### src/dprr_pkg.sv
package dprr_pkg;

   // table sizes
   localparam int PAGE_COUNT   = 64;
   localparam int MAX_FRAMES   = 64;
   localparam int PAGE_W       = $clog2(PAGE_COUNT);
   localparam int FRAME_W      = $clog2(MAX_FRAMES);
   localparam int FCNT_W       = $clog2(MAX_FRAMES + 1);
   localparam int RAND_W       = 31;
   localparam int REF_W        = 32;
   localparam int STEP_W       = $clog2(RAND_W);
   localparam int FRAMES_RESET = 32;

   // action codes on the result channel
   typedef enum logic [2:0] {
      ACT_UNMAP = 3'd0,
      ACT_OUT   = 3'd1,
      ACT_IN    = 3'd2,
      ACT_ZERO  = 3'd3,
      ACT_MAP   = 3'd4
   } action_type;

   typedef struct packed {
      logic              is_write;
      logic [PAGE_W-1:0] page;
      logic [RAND_W-1:0] random_value;
   } req_type;

   typedef struct packed {
      action_type         action;
      logic [PAGE_W-1:0]  action_page;
      logic [FRAME_W-1:0] action_frame;
      logic [REF_W-1:0]   reference_number;
      logic               last;
   } rsp_type;

   // page table entry
   typedef struct packed {
      logic               present;
      logic               referenced;
      logic               modified;
      logic               swapped;
      logic [FRAME_W-1:0] frame;
   } pte_type;

endpackage

### src/demand_paging_random_replace.sv
// accept to last action: a miss with a free frame loads then maps; a miss with eviction
// waits for the 31-step remainder unit, unmaps, pages out if modified, loads and maps;
// a hit has no action; one reference at a time; busy drops in the cycle the last action
// is out; each action is a one-cycle strobe transfer, no receiver stall
// synchronous reset clears page table valid bits, filled count, reference
// counter and sets the frame count register to 32
module demand_paging_random_replace (
   input  logic                        clock,
   input  logic                        reset,
   input  logic                        start,
   output logic                        busy,
   input  dprr_pkg::req_type           req_data,
   output logic                        rsp_strobe,
   output dprr_pkg::rsp_type           rsp_data,
   input  logic                        csr_wr_en,
   input  logic [dprr_pkg::FCNT_W-1:0] csr_wr_data
);
   import dprr_pkg::*;

   typedef enum logic [8:0] {
      ST_IDLE = 9'b000000001,
      ST_LOOK = 9'b000000010,
      ST_DIV  = 9'b000000100,
      ST_OWN  = 9'b000001000,
      ST_VRD  = 9'b000010000,
      ST_VCHK = 9'b000100000,
      ST_OUT  = 9'b001000000,
      ST_LOAD = 9'b010000000,
      ST_MAP  = 9'b100000000
   } state_type;

   state_type          state_ff, state_in;
   logic               wr_ff, wr_in;
   logic [PAGE_W-1:0]  pg_ff, pg_in;
   logic [RAND_W-1:0]  rnd_ff, rnd_in;
   logic [REF_W-1:0]   ref_ff, ref_in;
   logic [REF_W-1:0]   counter_ff, counter_in;
   logic [FCNT_W-1:0]  limit_ff, limit_in;
   logic [FCNT_W-1:0]  filled_ff, filled_in;
   logic [FCNT_W-1:0]  frames_cfg_ff;
   logic [FCNT_W-1:0]  limit_cur;
   pte_type            ent_ff, ent_in;
   logic [FRAME_W-1:0] fr_ff, fr_in;
   logic [PAGE_W-1:0]  victim_ff, victim_in;
   logic               rsp_strobe_ff, rsp_strobe_in;
   rsp_type            rsp_data_ff, rsp_data_in;

   // page table and frame owner storage
   pte_type            pt_mem [PAGE_COUNT];
   logic [PAGE_COUNT-1:0] pt_valid_ff;
   pte_type            pt_rd_ff;
   logic               ptv_rd_ff;
   logic [PAGE_W-1:0]  pt_raddr;
   logic               pt_we;
   logic [PAGE_W-1:0]  pt_waddr;
   pte_type            pt_wdata;
   pte_type            pt_ent;
   logic [PAGE_W-1:0]  own_mem [MAX_FRAMES];
   logic [PAGE_W-1:0]  owner_rd_ff;
   logic               own_we;

   logic               mod_start;
   logic               mod_done;
   logic [FCNT_W-1:0]  mod_rem;

   dprr_mod u_mod (
      .clock     (clock),
      .reset     (reset),
      .start     (mod_start),
      .dividend  (rnd_ff),
      .divisor   (limit_ff),
      .done      (mod_done),
      .remainder (mod_rem)
   );

   // clamp the configured frame count to 1..MAX_FRAMES
   always_comb begin
      if (frames_cfg_ff == '0) begin
         limit_cur = FCNT_W'(1);
      end else if (frames_cfg_ff > FCNT_W'(MAX_FRAMES)) begin
         limit_cur = FCNT_W'(MAX_FRAMES);
      end else begin
         limit_cur = frames_cfg_ff;
      end
   end

   // unwritten entries read as zero
   assign pt_ent = ptv_rd_ff ? pt_rd_ff : '0;

   // sequencer
   always_comb begin
      state_in      = state_ff;
      wr_in         = wr_ff;
      pg_in         = pg_ff;
      rnd_in        = rnd_ff;
      ref_in        = ref_ff;
      counter_in    = counter_ff;
      limit_in      = limit_ff;
      filled_in     = filled_ff;
      ent_in        = ent_ff;
      fr_in         = fr_ff;
      victim_in     = victim_ff;
      pt_raddr      = owner_rd_ff;
      pt_we         = 1'b0;
      pt_waddr      = pg_ff;
      pt_wdata      = pt_ent;
      own_we        = 1'b0;
      mod_start     = 1'b0;
      rsp_strobe_in = 1'b0;
      rsp_data_in.action           = ACT_ZERO;
      rsp_data_in.action_page      = pg_ff;
      rsp_data_in.action_frame     = fr_ff;
      rsp_data_in.reference_number = ref_ff;
      rsp_data_in.last             = 1'b0;
      unique case (state_ff)
         ST_IDLE: begin
            pt_raddr = req_data.page;
            if (start) begin
               wr_in      = req_data.is_write;
               pg_in      = req_data.page;
               rnd_in     = req_data.random_value;
               ref_in     = counter_ff;
               counter_in = counter_ff + REF_W'(1);
               limit_in   = limit_cur;
               state_in   = ST_LOOK;
            end
         end
         ST_LOOK: begin
            ent_in = pt_ent;
            if (pt_ent.present) begin
               // hit: a write only marks the page modified
               if (wr_ff) begin
                  pt_we             = 1'b1;
                  pt_wdata.modified = 1'b1;
               end
               state_in = ST_IDLE;
            end else if (filled_ff < limit_ff) begin
               fr_in     = filled_ff[FRAME_W-1:0];
               filled_in = filled_ff + FCNT_W'(1);
               state_in  = ST_LOAD;
            end else begin
               mod_start = 1'b1;
               state_in  = ST_DIV;
            end
         end
         ST_DIV: begin
            if (mod_done) begin
               fr_in    = mod_rem[FRAME_W-1:0];
               state_in = ST_OWN;
            end
         end
         ST_OWN: begin
            state_in = ST_VRD;
         end
         ST_VRD: begin
            victim_in = owner_rd_ff;
            state_in  = ST_VCHK;
         end
         ST_VCHK: begin
            // unmap the victim, mark it swapped if it goes out
            rsp_strobe_in            = 1'b1;
            rsp_data_in.action       = ACT_UNMAP;
            rsp_data_in.action_page  = victim_ff;
            pt_we                    = 1'b1;
            pt_waddr                 = victim_ff;
            pt_wdata.present         = 1'b0;
            pt_wdata.referenced      = 1'b0;
            pt_wdata.frame           = '0;
            pt_wdata.swapped         = pt_ent.swapped | pt_ent.modified;
            state_in                 = pt_ent.modified ? ST_OUT : ST_LOAD;
         end
         ST_OUT: begin
            rsp_strobe_in           = 1'b1;
            rsp_data_in.action      = ACT_OUT;
            rsp_data_in.action_page = victim_ff;
            state_in                = ST_LOAD;
         end
         ST_LOAD: begin
            rsp_strobe_in = 1'b1;
            if (ent_ff.swapped) begin
               rsp_data_in.action = ACT_IN;
            end else begin
               rsp_data_in.action      = ACT_ZERO;
               rsp_data_in.action_page = '0;
            end
            state_in = ST_MAP;
         end
         ST_MAP: begin
            rsp_strobe_in       = 1'b1;
            rsp_data_in.action  = ACT_MAP;
            rsp_data_in.last    = 1'b1;
            pt_we               = 1'b1;
            pt_wdata.present    = 1'b1;
            pt_wdata.referenced = 1'b1;
            pt_wdata.modified   = wr_ff;
            pt_wdata.swapped    = ent_ff.swapped;
            pt_wdata.frame      = fr_ff;
            own_we              = 1'b1;
            state_in            = ST_IDLE;
         end
         default: begin
            state_in = ST_IDLE;
         end
      endcase
   end

   // control registers
   always_ff @(posedge clock) begin
      if (reset) begin
         state_ff      <= ST_IDLE;
         counter_ff    <= '0;
         filled_ff     <= '0;
         frames_cfg_ff <= FCNT_W'(FRAMES_RESET);
         rsp_strobe_ff <= 1'b0;
      end else begin
         state_ff      <= state_in;
         counter_ff    <= counter_in;
         filled_ff     <= filled_in;
         rsp_strobe_ff <= rsp_strobe_in;
         if (csr_wr_en) begin
            frames_cfg_ff <= csr_wr_data;
         end
      end
   end

   // payload registers
   always_ff @(posedge clock) begin
      wr_ff       <= wr_in;
      pg_ff       <= pg_in;
      rnd_ff      <= rnd_in;
      ref_ff      <= ref_in;
      limit_ff    <= limit_in;
      ent_ff      <= ent_in;
      fr_ff       <= fr_in;
      victim_ff   <= victim_in;
      rsp_data_ff <= rsp_data_in;
   end

   // page table valid bits
   always_ff @(posedge clock) begin
      if (reset) begin
         pt_valid_ff <= '0;
      end else if (pt_we) begin
         pt_valid_ff[pt_waddr] <= 1'b1;
      end
   end

   // page table memory
   always_ff @(posedge clock) begin
      if (pt_we) begin
         pt_mem[pt_waddr] <= pt_wdata;
      end
      pt_rd_ff  <= pt_mem[pt_raddr];
      ptv_rd_ff <= pt_valid_ff[pt_raddr];
   end

   // frame owner memory
   always_ff @(posedge clock) begin
      if (own_we) begin
         own_mem[fr_ff] <= pg_ff;
      end
      owner_rd_ff <= own_mem[fr_ff];
   end

   assign busy       = (state_ff != ST_IDLE);
   assign rsp_strobe = rsp_strobe_ff;
   assign rsp_data   = rsp_data_ff;

   // checks
   a_state_onehot: assert property (@(posedge clock) disable iff (reset)
      $onehot(state_ff))
      else $error("sequencer state not one-hot");

   a_last_idle: assert property (@(posedge clock) disable iff (reset)
      (rsp_strobe && rsp_data.last) |-> (state_ff == ST_IDLE))
      else $error("last action while still busy");

   a_accept_quiet: assert property (@(posedge clock) disable iff (reset)
      (start && !busy) |=> !rsp_strobe)
      else $error("action right after accept");

   a_done_in_div: assert property (@(posedge clock) disable iff (reset)
      mod_done |-> (state_ff == ST_DIV))
      else $error("remainder done outside victim search");

   a_filled_max: assert property (@(posedge clock) disable iff (reset)
      filled_ff <= FCNT_W'(MAX_FRAMES))
      else $error("filled frame count overflow");

endmodule

### src/dprr_mod.sv
module dprr_mod (
   input  logic                        clock,
   input  logic                        reset,
   input  logic                        start,
   input  logic [dprr_pkg::RAND_W-1:0] dividend,
   input  logic [dprr_pkg::FCNT_W-1:0] divisor,
   output logic                        done,
   output logic [dprr_pkg::FCNT_W-1:0] remainder
);
   import dprr_pkg::*;

   logic              run_ff, run_in;
   logic              done_ff, done_in;
   logic [STEP_W-1:0] cnt_ff, cnt_in;
   logic [FCNT_W-1:0] rem_ff, rem_in;
   logic [RAND_W-1:0] quo_ff, quo_in;
   logic [FCNT_W-1:0] div_ff, div_in;
   logic [FCNT_W:0]   shifted;
   logic [FCNT_W:0]   diff;

   // one restoring remainder step per cycle, msb first
   always_comb begin
      shifted = {rem_ff, quo_ff[RAND_W-1]};
      diff    = shifted - {1'b0, div_ff};
      run_in  = run_ff;
      done_in = 1'b0;
      cnt_in  = cnt_ff;
      rem_in  = rem_ff;
      quo_in  = quo_ff;
      div_in  = div_ff;
      if (start) begin
         run_in = 1'b1;
         cnt_in = '0;
         rem_in = '0;
         quo_in = dividend;
         div_in = divisor;
      end else if (run_ff) begin
         rem_in = (shifted >= {1'b0, div_ff}) ? diff[FCNT_W-1:0] : shifted[FCNT_W-1:0];
         quo_in = {quo_ff[RAND_W-2:0], 1'b0};
         cnt_in = cnt_ff + STEP_W'(1);
         if (cnt_ff == STEP_W'(RAND_W - 1)) begin
            run_in  = 1'b0;
            done_in = 1'b1;
         end
      end
   end

   always_ff @(posedge clock) begin
      if (reset) begin
         run_ff  <= 1'b0;
         done_ff <= 1'b0;
      end else begin
         run_ff  <= run_in;
         done_ff <= done_in;
      end
   end

   always_ff @(posedge clock) begin
      cnt_ff <= cnt_in;
      rem_ff <= rem_in;
      quo_ff <= quo_in;
      div_ff <= div_in;
   end

   assign done      = done_ff;
   assign remainder = rem_ff;

endmodule
### config.mk
export PLATFORM = sky130hd
export DESIGN_NAME = demand_paging_random_replace
export DESIGN_NICKNAME = d
export VERILOG_FILES = /design/src/dprr_pkg.sv /design/src/demand_paging_random_replace.sv /design/src/dprr_mod.sv
export SDC_FILE = /design/constraint.sdc
export NUM_CORES = 1
export LEC_CHECK = 0
export BUFFER_PORTS_ARGS = -buffer_cell sky130_fd_sc_hd__buf_2
export CORE_ASPECT_RATIO = 0.75
export CORE_UTILIZATION = 60
export CTS_CLUSTER_SIZE = 30
export DETAILED_ROUTE_END_ITERATION = 12
export PLACE_DENSITY = 0.76
export SLEW_MARGIN = 10
export SYNTH_ARGS = -nofsm -noshare
export SYNTH_HDL_FRONTEND = slang
export SYNTH_SLANG_ARGS = --single-unit
### constraint.sdc
create_clock -name clock -period 7.11 [get_ports clock]
set_input_delay 2.133 -clock clock [delete_from_list [all_inputs] [get_ports clock]]
set_output_delay 2.133 -clock clock [all_outputs]
set_load 0.02 [all_outputs]
# [Word-level counts from Yosys, hierarchy flattened]
# Memories as Yosys holds them, arrays and structs flattened. A register that Yosys moved wholly into a read port is not among the register bits.
# Index checks and enable logic that the tools add are counted.
[classes] reduce_logical=13 n_bitwise=4 mux=46 magnitude_cmp=6 addsub=4 n_eq_ne=15
[op_table] cell="9-bit one-hot mux with 8 select lines" count=1
[op_table] cell="64-bit OR" count=1
[op_table] cell="31-bit two-way mux" count=2
[op_table] cell="6-bit two-way mux" count=6
[op_table] cell="32-bit by 1-bit adder with 32-bit output (second input constant)" count=1
[op_table] cell="9-bit two-way mux" count=3
[op_table] cell="6-bit one-hot mux with 2 select lines" count=2
[op_table] cell="1-bit two-way mux" count=20
[op_table] cell="8-bit two-way mux" count=2
[op_table] cell="6-bit by 7-bit < comparator with 1-bit output (second input constant)" count=2
[op_table] cell="7-bit two-way mux" count=2
[op_table] cell="7-bit one-hot mux with 2 select lines" count=1
[op_table] cell="3-bit one-hot mux with 4 select lines" count=1
[op_table] cell="10-bit two-way mux" count=1
[op_table] cell="9-bit by 1-bit equality test with 1-bit output (second input constant)" count=1
[op_table] cell="9-bit by 2-bit equality test with 1-bit output (second input constant)" count=1
[op_table] cell="9-bit by 3-bit equality test with 1-bit output (second input constant)" count=1
[op_table] cell="9-bit by 4-bit equality test with 1-bit output (second input constant)" count=1
[op_table] cell="9-bit by 5-bit equality test with 1-bit output (second input constant)" count=1
[op_table] cell="9-bit by 6-bit equality test with 1-bit output (second input constant)" count=1
[op_table] cell="9-bit by 7-bit equality test with 1-bit output (second input constant)" count=1
[op_table] cell="9-bit by 8-bit equality test with 1-bit output (second input constant)" count=1
[op_table] cell="9-bit equality test (second input constant)" count=1
[op_table] cell="9-bit by 1-bit != test with 1-bit output (second input constant)" count=1
[op_table] cell="other kinds (25)" count=33
[totals] n_memories=2 out_inout_bits=50 input_bits=49 elab_cells=117 ramBits=1024 regBits=311
[mem_list] memory="pt_mem" depth=64 width=10 read_ports=1 rd_ports_with_merged_regs=1 wr=1 line="demand_paging_random_replace.sv:49" text="pte_type pt_mem [PAGE_COUNT];"
[mem_list] memory="own_mem" depth=64 width=6 read_ports=1 rd_ports_with_merged_regs=1 wr=1 line="demand_paging_random_replace.sv:58" text="logic [PAGE_W-1:0] own_mem [MAX_FRAMES];"

# [Longest topological paths before layout]
# Gate-level depths: netlist (run 1).
[depth] word_depth=7 ltp_mapped=13 mapped_depth_nobuf=11

# [Modules after synthesis]
# A second synthesis (run 1) with hierarchy kept.
[unflattened] cells_unflattened=2407 hier_area_um2=34048.9
[by_module_without_submodules] module="demand_paging_random_replace" cells_per_inst=2206 seq_area_each_um2=23562.6 n_inst=1 area_each_um2=31478.9
[by_module_without_submodules] module="dprr_mod" cells_per_inst=201 seq_area_each_um2=1421.4 n_inst=1 area_each_um2=2570.0

# [Worst setup path before layout (run 1)]
# OpenSTA, ideal clock, no wires.
[synth_path] path_type="register -> register" from="register state_ff[2]" to="memory pt_mem[0][7] in the netlist's numbering, data pin" path_stages_with_launch=8 setup_time_ns=0.702 path_buffers=3 required_time_ns=6.408 period_less_slack_ns=4.483 path_slack_ns=2.627 arrival_time_ns=3.781 cell_sequence="dfxtp_1 or2_1 clkbuf_1 nor4_1 and3_1 clkbuf_1 buf_1 o21ai_0"
[synth_rtl] item="start: declaration" line="demand_paging_random_replace.sv:32" text="state_type state_ff, state_in;"
[synth_rtl] item="start signal: assignment" line="demand_paging_random_replace.sv:216" text="state_ff <= state_in;"
[synth_rtl] item="end: declaration" line="demand_paging_random_replace.sv:49"

# [Final worst setup path (run 1)]
[layout_path] from="register state_ff[8]" to="output port busy"
[layout_via] elab_chain_len=1
[layout_lines] item="9-bit by 1-bit != test with 1-bit output" line="demand_paging_random_replace.sv:265" text="assign busy = (state_ff != ST_IDLE);"
[layout_lines] item="end: declaration" line="demand_paging_random_replace.sv:11" text="output logic busy,"
# No other way between the ends.

==> run metrics, run 1 <==
final hold violation count=0; CTS Hold Bufs=0; Worst Max-Slew Pin Slew=1.111 ns; Min-Delay Path Depth=0; CP max stage delay=0.39 ns; Core Footprint=55930 sq um; RSZ-0062 raised after global routing=no; CTS tree=yes; adder-cell share of the synthesized area=less than 1%; layout cell share with drive strength beyond 1=12.09%; Die X=276.8 microns; DR pass1 iterations=7; IO Port Bufs=98; most frequent cells in the layout=704 x edfxtp_1, 285 x nor2_1, 263 x nand2_1; worst-path fanout max=30; Worst Slack Setup Final=approximately 2.5 ns; most common cell after layout, fill and taps aside=edfxtp_1; pin count of the biggest net entering global routing=79; post-cts resize count=0; grt ovf=0; CTS max path bufs=3; Final Cycle Share=64.83%; crit path kind=reg -> out; CTS Buf Count=80; setup violators final=0; P_sw=0.002429 W; Ports=between 90 and 100; max_slew headroom=between 20% and 30%; H-tree depth=3; die area=57580 sq um; syn avg cell area=13.76 sq um; fin util=67.49%; Top delay family on crit path=simple AND/OR/NAND/NOR gates; Reg power frac=53.8%; Hold Crit Class=reg -> reg; CP bufs+invs=2; Post-Synth Simple-Gate Area=between 10% and 20%; Combinational Power Share=6.2%; worst reg2reg path depth=6; MaxCap Viol Count=0; GR Util All Layers=27.54%; CP Capture Type=output port; Slew Limit Fails=0; Post-Synthesis Cells=about 2500; clock share of power=approximately two fifths; xor-xnor portion of the synthesized cell area=1.109%; vias=21310; Critical Path RT=4.98 ns; internal power=between 0.008 and 0.009 W; Tmin final=4.609 ns; # rows=75; vias per cell=approximately 6.4; CP Depth=5; Synth Area in Compound Gates=9.915%; switching share of power=between 20% and 30%; Final nets=about 2600; Post-synth top flop=edfxtp_1; Post-Route WL=around 79000 microns; Routed Antenna Nets=0; Post-synth ARST share=0%; setup TNS=0 ns; worst skew pair latency=0.64 ns; Root Buffer=clkbuf_16; Post-synth EDFFs=704; worst-path cell chain=nor4_2, nand2b_2, nor2_8, inv_2, buf_2; Pwr per Cell Area=287.4 nW/um^2; synth-to-layout area growth=11.11%; 1st-iter DRT viols=2976; Die Span Y=208.1 microns; CTS Sinks=895; HPWL Detailed=48350 microns; Lkg Pwr=12.63 nW; slowest cell on the critical path=nor4_2; Clk pin slew, worst setup/hold paths=0.06 ns; drt drc=0; initial core utilization=60.74%; Hold WS=0.3349 ns; fmax=217.0 MHz; initial antenna violation count=6; RR Endpoint=pt_mem[36][7]; crit start category=flop; flop2flop setup slack=roughly 2.9 ns; reg2reg start=state_ff[2]; synthesized area=33970 sq um; n_diodes=0; CP startpoint=state_ff[8]; Worst EP arrival=2.48 ns; largest family of logic cells by synthesized area=simple AND/OR/NAND/NOR gates; Mapped Nets=2535; worst slack, placed=around 2.3 ns; via count of the first global-routing pass=20530; register area share after synthesis=73.49%; CP Capture Point=busy; Setup Skew=0.02381 ns; post-CTS setup buffers=0; Peak VDD IR=0.1927 mV; first-pass GRT wire length=120400 microns; post-synthesis mux area share=2.464%; Ys Warns=0; post-detailed-route wirelength per cell=23.75 microns; RD Place Congestion=slightly below 0.9; Distinct cells, synth=roughly 70; Seq cells post-synth=895; status=complete, no violations
## metrics by stage
| step | cell area (sq um) | std cells | power, W |
|---|---|---|---|
| 2_1_floorplan | 33970 | 2468 | 0.006366 |
| 3_3_place_gp | 35110 | 3196 | 0.006587 |
| 3_5_place_dp | 35110 | 3196 | 0.006609 |
| 4_1_cts | 37750 | 3344 | 0.01087 |
| 5_1_grt | 37750 | 3344 | 0.01114 |
| 6_report | 37750 | 3344 | 0.01085 |
## sequential cells by signal (all words and copies together) (netlist names), 6 cells and up
register,flops
own_mem,384
pt_mem,192
pt_valid_ff,64
rsp_data,47
counter_ff,32
ref_ff,32
rnd_ff,31
u_mod.quo_ff,31
state_ff,9
filled_ff,7
frames_cfg_ff,7
limit_ff,7
u_mod.div_ff,7
u_mod.remainder,7
fr_ff,6
owner_rd_ff,6
pg_ff,6
victim_ff,6
## synth_stat cells (24+ instances only)
library cell	number	area [sq um]
nand3_1	62	310.3
a21oi_1	144	720.7
nand2_1	263	987.2
a31oi_1	63	394.1
clkbuf_1	92	345.3
nand4_1	24	150.1
dfxtp_1	191	3824
nor2_1	287	1077
a22o_1	50	437.9
a22oi_1	106	795.8
xor2_1	25	219.0
inv_1	33	123.9
mux2_2	37	416.7
edfxtp_1	704	21140
nor4_1	25	156.4
mux2i_1	42	420.4
a221oi_1	44	385.4
## kinds of logic (layout without fill, tap and decap cells)
kind of cell	count (synthesis)	count (layout)
fa+ha+maj	18	18
xor+xnor	43	43
flops	895	895
simple gates	783	783
buf+inv	160	305
mux	79	79
compound gates	490	490
## how the worst min path moves through the flow
stage	slack [ns]	startpoint	to
after floorplan	0.32	ref_ff[9]	rsp_data[10]
after global placement	0.32	ref_ff[25]	rsp_data[26]
after detailed placement	0.33	ref_ff[22]	rsp_data[23]
after CTS	0.34	ref_ff[6]	rsp_data[7]
after global routing	0.34	ref_ff[7]	rsp_data[8]
final	0.33	ref_ff[6]	rsp_data[7]
## per-layer routing
layer,global-route usage [%],vias up,part of all wire (%)
met5,0.4136,-,0.062
met4,8.429,8,2.6
met3,9.410,212,13
met2,39.93,1221,44
met1,39.48,10410,41
li1,-,9453,-
## power by group through the flow
stage                     Combinational (W)  Sequential, W  Clock, W
final                              0.000674        0.00584   0.00433
after global routing               0.000724        0.00585   0.00457
after CTS                          0.000665        0.00584   0.00437
after global placement             0.000637        0.00595         0
after floorplan                    0.000381        0.00598         0
after detailed placement           0.000658        0.00595         0
## area by class of cell
| cell class | count | area [sq um] |
|---|---|---|
| flip-flops and latches | 895 | 24960 |
| fillers | 3758 | 18180 |
| multi-input cells | 1413 | 8422 |
| clock buffers | 108 | 2218 |
| well taps | 731 | 914.6 |
| repair buffers | 123 | 680.7 |
| clock inverters | 40 | 416.7 |
| inverters | 34 | 128.9 |
Power figures use the tool's default switching activity.
==> inputs of run 2 (changes only) <==
--- a/config.mk
+++ b/config.mk
@@ -5,12 +5,13 @@
 export SDC_FILE = /design/constraint.sdc
 export NUM_CORES = 1
 export LEC_CHECK = 0
+export ABC_AREA = 1
 export BUFFER_PORTS_ARGS = -buffer_cell sky130_fd_sc_hd__buf_2
 export CORE_ASPECT_RATIO = 0.75
-export CORE_UTILIZATION = 60
+export CORE_UTILIZATION = 56
 export CTS_CLUSTER_SIZE = 30
 export DETAILED_ROUTE_END_ITERATION = 12
-export PLACE_DENSITY = 0.76
+export PLACE_DENSITY = 0.75
 export SLEW_MARGIN = 10
 export SYNTH_ARGS = -nofsm -noshare
 export SYNTH_HDL_FRONTEND = slang
==> constraint.sdc (replaced) <==
create_clock -name clock -period 4.2 [get_ports clock]
set_input_delay 1.26 -clock clock [delete_from_list [all_inputs] [get_ports clock]]
set_output_delay 1.26 -clock clock [all_outputs]
set_load 0.02 [all_outputs]
==> run 2 against run 1 <==
  * Sequential share of layout area fell by 4.1 points
  * Wire length rose by 8.3%
  * Clock skew rose by 0.0031 ns
  * Sequential cell count did not move
  * Largest cell class unchanged
  * Count of clock-buffer cells in the layout rose by 7
  * Global-route usage fell by 0.98 points
  * Hold slack got worse by 0.0059 ns
  * Register-to-register slack got worse by 1.9 ns
  * Synthesized cell count rose by 32%
  * Combinational power rose to 2.8 times the previous value
==> run metrics, run 2 <==
status=complete, no violations (unchanged); crit start category=flop (unchanged); post-cts resize count=0 (unchanged); CTS Sinks=895 (unchanged); Seq cells post-synth=895 (unchanged); most common cell after layout, fill and taps aside=nand2_1 (was edfxtp_1); grt ovf=0 (unchanged); reg2reg start=state_ff[6] (was state_ff[2]); syn avg cell area=10.99 sq um (was 13.76 sq um); synthesized area=35820 sq um (was 33970 sq um); post-detailed-route wirelength per cell=20.00 microns (was 23.75 microns); Peak VDD IR=0.3842 mV (was 0.1927 mV); CTS Hold Bufs=0 (unchanged); RR Endpoint=own_mem[10][2] (was pt_mem[36][7]); register area=24960 sq um (unchanged); Synth area leader=edfxtp_1 (unchanged); Hold Crit Class=reg -> reg (unchanged); H-tree depth=3 (unchanged); Largest Register=own_mem (unchanged); Post-Route WL=86000 microns (was 79410 microns); HPWL Detailed=53170 microns (was 48350 microns); dpl cells=4144 (was 3196); Final Cycle Share=77.66%; Worst EP arrival=2.00 ns (was 2.48 ns); Critical Path RT=2.94 ns (was 4.98 ns); Fillers=4692 (was 3758); M1 WL=36470 microns (was 32600 microns); MaxCap Viol Count=0 (unchanged); post-route cell area=40210 sq um (was 37750 sq um); worst min-delay path startpoint=ref_ff[15] (was ref_ff[6]); RSZ-0062 raised after global routing=no (unchanged); Die X=294.0 microns (was 276.8 microns); count leader, synth=nand2_1 (was edfxtp_1); Pwr per Cell Area=490.4 nW/um^2 (was 287.4 nW/um^2); Worst Max-Slew Pin Slew=1.111 ns (about the same); crit path kind=reg -> out (unchanged); uppermost routed layer=met5 (unchanged); Die Span Y=221.0 microns (was 208.1 microns); vias=24510 (was 21310); worst skew pair latency=0.65 ns (was 0.64 ns); CTS tree=yes (unchanged); WHS Endpoint=rsp_data[16] (was rsp_data[7]); Clk pin slew, worst setup/hold paths=0.07 ns (was 0.06 ns); Min-Delay Path Depth=0 (unchanged); multi-input logic area=8683 sq um (was 8422 sq um); Lkg Pwr=15.68 nW (was 12.63 nW); most frequent cells in the layout=803 x nand2_1, 704 x edfxtp_1, 450 x inv_1 (was 704 x edfxtp_1, 285 x nor2_1, 263 x nand2_1); Post-synth ARST share=0% (unchanged); Largest register FFs=384 (unchanged); Tmin final=3.262 ns; synth top area cells=edfxtp_1 59%, dfxtp_1 11%, nand2_1 8.4% (was edfxtp_1 62%, dfxtp_1 11%, nor2_1 3.2%); flop2flop setup slack=0.94 ns (was 2.86 ns); 1st-iter DRT viols=3071 (was 2976); worst reg2reg path depth=8 (was 6); fmax=306.6 MHz; biggest regs=own_mem (384), pt_mem (192), pt_valid_ff (64) (unchanged); final hold violation count=0 (unchanged); drt drc=0 (unchanged); total power=0.01972 W (was 0.01085 W); Post-synth EDFFs=704 (unchanged); Post-Synthesis Cells=3258 (was 2468); setup violators final=0 (unchanged); synth-to-layout area growth=12.26% (was 11.11%); layout cell share with drive strength beyond 1=9.797% (was 12.09%); share of the synthesized area in the top cell type=59.02% (was 62.23%); CTS Buf Count=83 (was 80); first-pass GRT wire length=132100 microns (was 120400 microns); Ports=99 (unchanged); Core Footprint=62670 sq um (was 55930 sq um); Final nets=3446 (was 2614); via count of the first global-routing pass=23190 (was 20530); Mapped Nets=3325 (was 2535); IO Port Bufs=98 (unchanged); Ys Warns=0 (unchanged); GR Util All Layers=26.56% (was 27.54%); Distinct cells, synth=52 (was 72); CP Capture Type=output port (unchanged); Setup Skew=0.02689 ns (was 0.02381 ns); die area=64990 sq um (was 57580 sq um); vias per cell=5.698 (was 6.371); Routed Antenna Nets=0 (unchanged); setup TNS=0 ns (unchanged); Slew Limit Fails=0 (unchanged); Root Buffer=clkbuf_16 (unchanged); post-CTS setup buffers=0 (unchanged); Post-DP Area=37350 sq um (was 35110 sq um); initial antenna violation count=7 (was 6); list of most frequent post-synthesis cells=805 x nand2_1, 704 x edfxtp_1, 450 x inv_1 (was 704 x edfxtp_1, 287 x nor2_1, 263 x nand2_1); Hold WS=0.3289 ns (was 0.3349 ns); worst-path fanout max=10 (was 30); initial core utilization=57.16% (was 60.74%); Layout Cells excl Fill=4301 (was 3344); Post-synth top flop=edfxtp_1 (unchanged); routed wl met2=37680 microns (was 34570 microns); # rows=79 (was 75); RD Place Congestion=0.9025 (was 0.8821); register area share after synthesis=69.69% (was 73.49%); pin count of the biggest net entering global routing=67 (was 79); max_slew headroom=25.18% (was 23.79%); CTS max path bufs=3 (unchanged); DR WL met3=10170 microns (was 10130 microns); DR pass1 iterations=7 (unchanged)
run 2: cell count changes after synthesis, sizes merged, moves of 45 or more:
| cell | change |
|---|---|
| nor2 | -105 |
| nand4 | +45 |
| o21ai | +50 |
| a22oi | -57 |
| inv | +427 |
| nand2 | +548 |
| nand3 | +241 |
| a31oi | -64 |
run 2: final cells by class:
cell class	instances	area share [%]
multi-input combinational	1787	21.60
inverter	463	4.322
sequential	895	62.08
tap	850	2.645
antenna	1	0.006223
timing repair buffer	149	2.240
clock inverter	41	1.260
clock buffer	115	5.847
run 2: worst max-delay path by stage:
stage                      start              to  slack, ns  cells past startpoint
floorplan            state_ff[1]    pt_mem[0][6]       0.82                      8
global placement    req_data[32]       ptv_rd_ff       1.03                     12
detailed placement  req_data[32]       ptv_rd_ff       1.05                     12
CTS                  state_ff[6]            busy       0.96                      5
global route         state_ff[7]  own_mem[10][2]       0.79                      8
finish               state_ff[6]            busy       0.94                      5
run 2: cells by family after synthesis:
logic type               share of synthesized area [%]
XOR/XNOR                                        0.4646
flip-flops                                       69.69
adder cells (fa/ha/maj)                         0.6497
AO/OA/AOI/OAI                                    5.170
buffers and inverters                            6.246
AND/OR/NAND/NOR                                  17.78
run 2: power by group:
group          switching, W  internal, W  total (W)
logic               0.00142     0.000447    0.00187
registers         0.0000750      0.00998     0.0101
clock network       0.00333      0.00446    0.00779
total               0.00483       0.0149     0.0197
run 2: worst max-delay path, stage by stage (launching register included):
cell and delay [ns]:
dfxtp_1 0.33, nor2_1 0.23, nand2_2 0.15, nor2_2 0.22, nand2_4 0.20, buf_2 0.22
run 2: routing by layer:
metal / up-vias / GRT usage, %
li1: 11280 / -
met1: 11700 / 39.67
met2: 1377 / 39.06
met3: 147 / 6.820
met4: 10 / 6.300
met5: - / 0
run 2: through the flow:
| stage | util, % | setup WS [ns] |
|---|---|---|
| global placement | 59.60 | 1.028 |
| global route | 64.16 | 0.7868 |
| CTS | 64.16 | 0.9552 |
| floorplan | - | 0.8174 |
| detailed placement | 59.60 | 1.049 |
| finish | 64.16 | 0.9384 |
